`src/design/assert_macros.svh`:
```
// Assertion helpers used by binary_field_inverter_163.sv.
`ifndef ASSERT_MACROS_SVH
`define ASSERT_MACROS_SVH

// The consequent must hold in the same cycle as the antecedent.
`define ASSERT_SAME(label, clk, rst_n, ante, cons) \
	label: assert property (@(posedge clk) disable iff (!(rst_n)) (ante) |-> (cons)) \
		else $error("assertion failed");

// The consequent must hold in the cycle after the antecedent.
`define ASSERT_NEXT(label, clk, rst_n, ante, cons) \
	label: assert property (@(posedge clk) disable iff (!(rst_n)) (ante) |=> (cons)) \
		else $error("assertion failed");

`endif

```
`src/design/bfi_pkg.sv`:
```
`default_nettype none

package bfi_pkg;

	localparam int WORD_W = 64;
	localparam int HIGH_W = 35;
	localparam int ELEM_W = 163;
	// The remainders carry one more bit so that the polynomial itself fits.
	localparam int WORK_W = 164;

	// x^163 + x^7 + x^6 + x^3 + 1
	localparam logic [WORK_W-1:0] POLY = {1'b1, 155'd0, 8'hc9};
	localparam logic [WORK_W-1:0] ONE  = {{(WORK_W-1){1'b0}}, 1'b1};

	typedef enum logic [1:0] {
		ST_IDLE,
		ST_SHIFT,
		ST_ADD,
		ST_DONE
	} state_t;

	typedef struct packed {
		logic start;
		logic ack;
	} ctl_t;

	typedef struct packed {
		logic busy;
		logic done;
		logic zero;
	} status_t;

endpackage

`default_nettype wire

```
`src/design/bfi_euclid.sv`:
```
`default_nettype none

module bfi_euclid (
	input  wire logic                      clk,
	input  wire logic                      arst_n,
	input  wire bfi_pkg::ctl_t             ctl,
	input  wire logic [bfi_pkg::ELEM_W-1:0] elem,
	output bfi_pkg::status_t               status,
	output logic [bfi_pkg::ELEM_W-1:0]     inv
);

	bfi_pkg::state_t state_q;
	bfi_pkg::state_t state_d;

	logic [bfi_pkg::WORK_W-1:0] u_q;
	logic [bfi_pkg::WORK_W-1:0] v_q;
	logic [bfi_pkg::WORK_W-1:0] b_q;
	logic [bfi_pkg::WORK_W-1:0] c_q;
	logic                       lt_q;
	logic                       zero_q;

	logic                       u_nz;
	logic                       u_one;
	logic [bfi_pkg::WORK_W-1:0] b_odd_fix;
	logic [bfi_pkg::WORK_W-1:0] b_half;
	logic [bfi_pkg::WORK_W-1:0] u_sum;
	logic [bfi_pkg::WORK_W-1:0] cmp_rhs;
	logic                       u_lt;
	logic                       do_swap;

	assign u_nz      = |u_q;
	assign u_one     = (u_q == bfi_pkg::ONE);
	assign b_odd_fix = b_q[0] ? (b_q ^ bfi_pkg::POLY) : b_q;
	assign b_half    = b_odd_fix >> 1;
	assign u_sum     = u_q ^ v_q;
	// deg(u) < deg(v) exactly when u < v and u < (u ^ v); the first half is
	// taken in the cycle before, so the shared comparator is used once a cycle.
	assign cmp_rhs   = (state_q == bfi_pkg::ST_ADD) ? u_sum : v_q;
	assign u_lt      = (u_q < cmp_rhs);
	assign do_swap   = lt_q && u_lt;

	always_ff @(posedge clk or negedge arst_n) begin
		if (!arst_n) begin
			state_q <= bfi_pkg::ST_IDLE;
		end else begin
			state_q <= state_d;
		end
	end

	always_comb begin
		state_d = state_q;
		unique case (state_q)
			bfi_pkg::ST_IDLE: begin
				if (ctl.start) begin
					state_d = bfi_pkg::ST_SHIFT;
				end
			end
			bfi_pkg::ST_SHIFT: begin
				if (!u_q[0] && u_nz) begin
					state_d = bfi_pkg::ST_SHIFT;
				end else if (u_one || !u_nz) begin
					state_d = bfi_pkg::ST_DONE;
				end else begin
					state_d = bfi_pkg::ST_ADD;
				end
			end
			bfi_pkg::ST_ADD: begin
				state_d = bfi_pkg::ST_SHIFT;
			end
			bfi_pkg::ST_DONE: begin
				if (ctl.ack) begin
					state_d = bfi_pkg::ST_IDLE;
				end
			end
			default: begin
				state_d = bfi_pkg::ST_IDLE;
			end
		endcase
	end

	always_ff @(posedge clk) begin
		case (state_q)
			bfi_pkg::ST_IDLE: begin
				if (ctl.start) begin
					u_q    <= {1'b0, elem};
					v_q    <= bfi_pkg::POLY;
					b_q    <= bfi_pkg::ONE;
					c_q    <= '0;
					zero_q <= (elem == '0);
				end
			end
			bfi_pkg::ST_SHIFT: begin
				if (!u_q[0] && u_nz) begin
					u_q <= u_q >> 1;
					b_q <= b_half;
				end else begin
					lt_q <= u_lt;
				end
			end
			bfi_pkg::ST_ADD: begin
				// The new u is u ^ v whether or not the pair is swapped.
				u_q <= u_sum;
				b_q <= b_q ^ c_q;
				if (do_swap) begin
					v_q <= u_q;
					c_q <= b_q;
				end
			end
			default: begin
			end
		endcase
	end

	assign status.busy = (state_q != bfi_pkg::ST_IDLE);
	assign status.done = (state_q == bfi_pkg::ST_DONE);
	assign status.zero = zero_q;
	assign inv         = zero_q ? '0 : b_q[bfi_pkg::ELEM_W-1:0];

endmodule

`default_nettype wire

```
`src/design/binary_field_inverter_163.sv`:
```
// Channel  Direction  Handshake            Payload
// in       to block   in_valid / in_stall  elem_low, elem_mid, elem_high
// out      from block out_valid / out_stall inv_low, inv_mid, inv_high, zero_input
//
// One word at a time: a shift step divides u by x in the shift state, while an add
// step compares in the shift state and then adds in the add state; a word needs at
// most 325 shifts and never more adds than shifts.
// Reset clears the sequencer and the output valid; the data registers are not reset.
// A finished word sits in the output register; the next word can be accepted in the cycle
// after the load; the core holds its result only while that register is full and stalled.
`default_nettype none

`include "assert_macros.svh"

module binary_field_inverter_163 (
	input  wire logic                       clk,
	input  wire logic                       arst_n,
	input  wire logic                       in_valid,
	output logic                            in_stall,
	input  wire logic [bfi_pkg::WORD_W-1:0] elem_low,
	input  wire logic [bfi_pkg::WORD_W-1:0] elem_mid,
	input  wire logic [bfi_pkg::HIGH_W-1:0] elem_high,
	output logic                            out_valid,
	input  wire logic                       out_stall,
	output logic [bfi_pkg::WORD_W-1:0]      inv_low,
	output logic [bfi_pkg::WORD_W-1:0]      inv_mid,
	output logic [bfi_pkg::HIGH_W-1:0]      inv_high,
	output logic                            zero_input
);

	bfi_pkg::ctl_t              ctl;
	bfi_pkg::status_t           status;
	logic [bfi_pkg::ELEM_W-1:0] core_inv;
	logic                       out_valid_q;
	logic [bfi_pkg::ELEM_W-1:0] inv_q;
	logic                       zero_q;
	logic                       load_out;

	assign in_stall  = status.busy;
	assign ctl.start = in_valid && !status.busy;
	assign ctl.ack   = !out_valid_q || !out_stall;
	assign load_out  = status.done && ctl.ack;

	bfi_euclid u_euclid (
		.clk    (clk),
		.arst_n (arst_n),
		.ctl    (ctl),
		.elem   ({elem_high, elem_mid, elem_low}),
		.status (status),
		.inv    (core_inv)
	);

	always_ff @(posedge clk or negedge arst_n) begin
		if (!arst_n) begin
			out_valid_q <= 1'b0;
		end else if (load_out) begin
			out_valid_q <= 1'b1;
		end else if (!out_stall) begin
			out_valid_q <= 1'b0;
		end
	end

	always_ff @(posedge clk) begin
		if (load_out) begin
			inv_q  <= core_inv;
			zero_q <= status.zero;
		end
	end

	assign out_valid  = out_valid_q;
	assign inv_low    = inv_q[bfi_pkg::WORD_W-1:0];
	assign inv_mid    = inv_q[2*bfi_pkg::WORD_W-1:bfi_pkg::WORD_W];
	assign inv_high   = inv_q[bfi_pkg::ELEM_W-1:2*bfi_pkg::WORD_W];
	assign zero_input = zero_q;

	// An accepted word keeps the core busy in the next cycle.
	`ASSERT_NEXT(a_busy_after_accept, clk, arst_n, ctl.start, status.busy)
	// A finished result that cannot be moved out is held, not dropped.
	`ASSERT_NEXT(a_done_held, clk, arst_n, status.done && !ctl.ack, status.done)
	// A zero element always comes back as a zero result.
	`ASSERT_SAME(a_zero_result, clk, arst_n, out_valid_q && zero_q, inv_q == '0)

endmodule

`default_nettype wire
```
`config.mk`:
```
export PLATFORM = sky130hd
export DESIGN_NAME = binary_field_inverter_163
export DESIGN_NICKNAME = d
export VERILOG_FILES = /design/src/design/bfi_pkg.sv /design/src/design/bfi_euclid.sv /design/src/design/binary_field_inverter_163.sv
export VERILOG_INCLUDE_DIRS = /design/src /design/src/design
export SDC_FILE = /design/constraint.sdc
export NUM_CORES = 2
export LEC_CHECK = 0
export BUFFER_PORTS_ARGS = -buffer_cell sky130_fd_sc_hd__clkbuf_2
export CAP_MARGIN = 10
export CORE_UTILIZATION = 55
export DETAILED_ROUTE_END_ITERATION = 7
export MAX_ROUTING_LAYER = met4
export PLACE_DENSITY = 0.8
export SYNTH_ARGS = -nofsm -noshare
export SYNTH_HDL_FRONTEND = slang
export SYNTH_SLANG_ARGS = --single-unit
```
`constraint.sdc`:
```
create_clock -name clk -period 40.7 [get_ports clk]
set_input_delay 6.105 -clock clk [delete_from_list [all_inputs] [get_ports clk]]
set_output_delay 6.105 -clock clk [all_outputs]
set_load 0.05 [all_outputs]
```
* Word-level counts from Yosys, hierarchy flattened
Cells that the tools add are included.
W data, S select, Z words.
** Word-level totals
- Register bits after elaboration :: 825
- Input bits :: 167
- Output and inout bits :: 166
- Word-level logic and storage cells :: 67
** Cells by class
- $lt $le $gt $ge :: 1
- Eq/ne operators :: 9
- Muxes and demuxes :: 21
- Bitwise operators :: 4
- Reduce and logical (&&, ||, !) cells :: 22
** Operators by type and width (number)
- $mux W164 :: 10
- $pmux W164 S3 :: 2
- $pmux W164 S2 :: 2
- $xor A164 B164 Y164 :: 2
- $eq A164 B1 Y1 const B :: 1
- $lt A164 B164 Y1 :: 1
- $reduce_or A164 Y1 :: 1
- $logic_not A163 Y1 :: 1
- $pmux W2 S4 :: 1
- $mux W2 :: 3
- $ne A2 B1 Y1 const B :: 3
- $reduce_and A2 Y1 :: 3
- $reduce_and A3 Y1 :: 2
- $logic_not A1 Y1 :: 5
- $not A5 Y5 :: 1
- $eq A2 B2 Y1 const B :: 2
- $logic_and A1 B1 Y1 :: 4
- $ne A2 B2 Y1 const B :: 2
- $reduce_bool A2 Y1 :: 2
- $mux W1 :: 3
- $reduce_bool A3 Y1 :: 1
- $eq A2 B1 Y1 const B :: 1
- $logic_not A2 Y1 :: 1
- $logic_or A1 B1 Y1 :: 2
- $not A1 Y1 :: 1

* Longest topological paths before layout
- Word-level depth :: 6
- Depth in mapped cells :: 17
- Depth with buffers taken out :: 14

* Modules after synthesis
A second synthesis with hierarchy kept.
** Unflattened totals
- Cells, all modules :: 3388
- Area, all modules :: 42137.9 µm²
** Modules (own cells, without submodules)
- bfi_euclid :: instances 1, cells an instance 3219, area each 37159.4 µm², sequential area each 19809.0 µm²
- binary_field_inverter_163 :: instances 1, cells an instance 169, area each 4978.5 µm², sequential area each 4949.7 µm²

* Worst setup path after synthesis
OpenSTA, ideal clock, no wires.
- Kind :: input to register
- From :: in in_valid
- To :: reg u_euclid.b_q[0] (netlist name), enable pin
- Library setup time :: 1.484 ns
- Arrival time :: 29.655 ns
- Required time :: 39.216 ns
- Slack :: 9.561 ns
- Stages on the path :: 2
- Path buffers :: 0
- Cell sequence :: nand2b_1 -> nor3b_1
** On the way
- Word-level cells in the longest chain between the ends :: 3
** RTL lines
- from (decl) :: RTL line binary_field_inverter_163.sv:18 : input wire logic in_valid,
- $logic_and A1 B1 Y1 :: RTL line binary_field_inverter_163.sv:40 : assign ctl.start = in_valid && !status.busy;
- $ne A2 B2 Y1 (no source line)
- $reduce_and A3 Y1 (no source line)
- to (signal assigned) :: RTL line bfi_euclid.sv:87 : b_q <= bfi_pkg::ONE;
- to (signal assigned) :: RTL line bfi_euclid.sv:95 : b_q <= b_half;
- to (signal assigned) :: RTL line bfi_euclid.sv:103 : b_q <= b_q ^ c_q;
- to (decl) :: RTL line bfi_euclid.sv:17 : logic [bfi_pkg::WORK_W-1:0] b_q;
No other way between the ends.
A chain may end at the register's enable or synchronous reset.

* Final worst setup path
- From :: reg u_euclid.state_q[0]
- To :: out in_stall
** On the way
- Word-level cells in the longest chain between the ends :: 1
** RTL lines
- from (decl) :: RTL line bfi_euclid.sv:12 : bfi_pkg::state_t state_q;
- from (signal assigned) :: RTL line bfi_euclid.sv:44 : state_q <= bfi_pkg::ST_IDLE;
- from (signal assigned) :: RTL line bfi_euclid.sv:46 : state_q <= state_d;
- $reduce_bool A2 Y1 :: RTL line bfi_euclid.sv:114 : assign status.busy = (state_q != bfi_pkg::ST_IDLE);
- to (decl) :: RTL line binary_field_inverter_163.sv:19 : output logic in_stall,
No other way between the ends.

==> impl_metrics.env <==
export IMPL_outcome="finished clean"
export IMPL_combPwrFrac_pct=39.2
export IMPL_clk_path_buf_depth=3
export IMPL_regArea_um2=24800
export IMPL_critPathRequiredTime_ns=34.59
export IMPL_initial_utilization_pct=55.5
export IMPL_fin_skew_ns=0.0271
export IMPL_synth_top_cell_area_share_pct=58.6
export IMPL_gr_total_overflow=0
export IMPL_die_area_um2=77700
export IMPL_synth_area_um2=42100
export IMPL_cts_root_buf="clkbuf_16"
export IMPL_routed_top_layer="met4"
export IMPL_grt_pass1_wl_um=150000
export IMPL_met2_length_um=46300
export IMPL_path_max_fanout=5
export IMPL_grt_setup_unrepaired="no"
export IMPL_max_stage_delay_ns=0.46
export IMPL_ys_warn_count=0
export IMPL_synth_top_area_cell="edfxtp_1"
export IMPL_cts_sinks=825
export IMPL_ant_nets=0
export IMPL_period_needed_ns=7.97
export IMPL_critPathTopFamily="buffers and inverters"
export IMPL_swShare_pct=40.1
export IMPL_placementRows=101
export IMPL_seqPwrFrac_pct=42.5
export IMPL_ir_worst_vdd_mv=0.132
export IMPL_chipWidth_um=279
export IMPL_numCtsBuffers=87
export IMPL_drt_wirelength_per_cell_um=20.3
export IMPL_maxSlewViolCount=0
export IMPL_cp_cell_sequence="inv_1 > ha_4 > inv_1 > clkbuf_2"
export IMPL_io_buffers=332
export IMPL_worstMarginPinSlew_ns=1.37
export IMPL_syn2layout_area_growth_pct=12.4
export IMPL_async_flop_share_pct=0.364
export IMPL_first_global_vias=26600
export IMPL_clkTransAtPathRegs_ns=0.06
export IMPL_synth_nets=3712
export IMPL_max_freq_mhz=125
export IMPL_maxCapViolCount=0
export IMPL_crit_path_frequent_cell="inv_1"
export IMPL_cp_slowest_cell="dfrtp_1"
export IMPL_drc=0
export IMPL_drt_wl_total_um=95300
export IMPL_p_leak_nw=17.2
export IMPL_synthCells=3376
export IMPL_hp_class="reg -> reg"
export IMPL_cp_buffers_inverters=3
export IMPL_htree_levels=3
export IMPL_grt_usage_pct=25.1
export IMPL_core_um2=75800
export IMPL_synth_area_per_cell_um2=12.5
export IMPL_gp_congestion=0.878
export IMPL_met3_length_um=5430
export IMPL_fin_hold_ws_ns=0.570
export IMPL_synth_most_common_cell="edfxtp_1"
export IMPL_crit_path_end_kind="output port"
export IMPL_setup_ws_ns=32.73
export IMPL_power_density_nw_per_um2=88.5
export IMPL_vias=27500
export IMPL_num_io_pins=333
export IMPL_cts_tree="done"
export IMPL_drt_iter0_drc=2616
export IMPL_netlist_top_cells_count="822 x edfxtp_1, 325 x xor2_1, 324 x and2_1"
export IMPL_cp_start_kind="flop"
export IMPL_cts_resized=0
export IMPL_power_mw=4.19
export IMPL_yosys_register_bits=825
export IMPL_die_h_um=279
export IMPL_ys_seq_area_share_pct=58.8
export IMPL_synth_edf_count=822
export IMPL_grt_max_degree=286
export IMPL_critPathKind="reg -> out"
export IMPL_fillers=5738
export IMPL_synthDistinctLibCells=49
export IMPL_p_int_mw=2.51
export IMPL_drive_above_1_share_pct=12.9
export IMPL_cts_hold_buf=0
export IMPL_setup_viol=0
export IMPL_finalCritPeriodShare_pct=19.6
export IMPL_met1_length_um=40400
export IMPL_clockPowerShare_pct=18.3
export IMPL_multi_input_area_um2=16700
export IMPL_clock_latency_ns=0.65
export IMPL_hold_viol=0
export IMPL_hpwl_um=61300
export IMPL_nets=3969
export IMPL_vias_per_cell=5.87
export IMPL_place_ws_ns=32.34
export IMPL_postCtsSetupBuffers=0
export IMPL_yosys_top_cells_area="edfxtp_1 59%, xor2_1 6.8%, a22oi_1 5.7%"
export IMPL_synth_flop_cell="edfxtp_1"
export IMPL_cp_arrival_ns=1.87
export IMPL_slew_headroom_pct=8.37
export IMPL_drt_pass1_iterations=5
export IMPL_fin_tns_setup_ns=0
export IMPL_p_switching_mw=1.68
export IMPL_antenna_found_initial=3
==> path summary, 6_finish.rpt <==
kind                                                  from                         endpoint  slack [ns]  cells after the start
setup / recovery           u_euclid.state_q[0]$_DFFE_PN0P_                         in_stall       32.73                      4
hold / removal                   u_euclid.u_q[0]$_DFFE_PP_    u_euclid.v_q[0]$_SDFFCE_PP1P_        0.57                      2
setup reg to reg           u_euclid.state_q[0]$_DFFE_PN0P_  u_euclid.v_q[102]$_SDFFCE_PP0P_       33.68                     16
hold reg to reg                  u_euclid.u_q[0]$_DFFE_PP_    u_euclid.v_q[0]$_SDFFCE_PP1P_        0.57                      2
max in group asynchronous                           arst_n  u_euclid.state_q[0]$_DFFE_PN0P_       35.25                      1
min in group asynchronous                           arst_n            out_valid$_DFFE_PN0P_        5.29                      1
==> sequential cells by signal, indices dropped and copies added, names as in the netlist <==
register          count
u_euclid.u_q        164
u_euclid.b_q        164
u_euclid.c_q        164
u_euclid.state_q      2
u_euclid.v_q        164
u_euclid.zero_q       1
inv_q               163
out_valid             1
u_euclid.lt_q         1
zero_input            1
==> cell usage in the layout (no fill, tap or decap), types with 3 or more instances in the layout <==
cell	count
clkbuf_1	21
nand4_1	45
clkinv_2	12
clkbuf_16	87
a21o_1	16
ha_4	3
nand3_1	25
bufinv_16	6
clkinv_1	24
and2_1	324
xnor2_1	169
edfxtp_1	822
a21oi_1	226
o22ai_1	4
clkbuf_2	332
nor2b_1	322
inv_1	6
a211oi_1	13
diode_2	3
or3_1	3
nor3_1	10
nand2_1	53
nand2b_1	6
nor2_1	189
buf_12	8
xor2_1	325
o21ai_0	22
nor4_1	84
ha_1	166
dfrtp_1	3
o21bai_1	4
buf_4	10
a22oi_1	322
==> power by group through the flow <==
stage	clock network (mW)	registers, mW	logic (mW)
2_1_floorplan	0	2.01	1.14
3_3_place_gp	0	1.77	1.59
3_5_place_dp	0	1.79	1.64
4_1_cts	0.776	1.77	1.65
5_1_grt	0.809	1.82	1.82
6_report	0.765	1.78	1.64
==> logic make-up after synthesis <==
group                    count (synthesis)  synth area share, %
buffers and inverters                  188                 1.68
adder cells (fa/ha/maj)                169                 5.02
AO/OA/AOI/OAI                          627                 9.77
AND/OR/NAND/NOR                       1072                 14.4
flip-flops                             825                 58.8
XOR/XNOR                               494                 10.3
multiplexers                             1               0.0267
==> worst register-to-register path, cell delays in order, from the launching register on <==
cell,delay [ns]
dfrtp_1,0.45
inv_1,0.19
ha_4,0.71
buf_12,0.69
and2_1,0.42
xnor2_1,0.15
ha_1,0.30
a21oi_2,0.14
nand2_1,0.08
a22oi_1,0.21
nand3b_1,0.18
or4_4,0.62
a2111oi_4,0.37
a2111oi_1,0.16
nor2_2,0.32
a41o_4,0.66
buf_12,0.60
==> layout make-up <==
class | instances | share of cell area (%)
Antenna cell | 3 | 0.0159
Clock buffer | 108 | 4.77
Clock inverter | 51 | 0.939
Inverter | 6 | 0.0476
Multi-Input combinational cell | 2363 | 35.3
Sequential cell | 825 | 52.3
Tap cell | 978 | 2.59
Timing Repair Buffer | 350 | 4.01
==> metal layers <==
| layer | vias up | global-route usage (%) |
|---|---|---|
| met5 | - | - |
| met2 | 818 | 39.9 |
| met3 | 146 | 3.19 |
| met1 | 13600 | 33.4 |
| li1 | 13000 | - |
| met4 | 0 | 9.07 |
==> stage by stage <==
| step | std cells | utilization (%) | cell area (um2) |
|---|---|---|---|
| final | 4684 | 62.4 | 47300 |
| after global routing | 4682 | 62.4 | 47300 |
| after CTS | 4681 | 62.4 | 47300 |
| after detailed placement | 4522 | 58.8 | 44600 |
| after global placement | 4521 | 58.8 | 44600 |
| after floorplan | 3376 | - | 42100 |
Power figures use the tool's default switching activity.
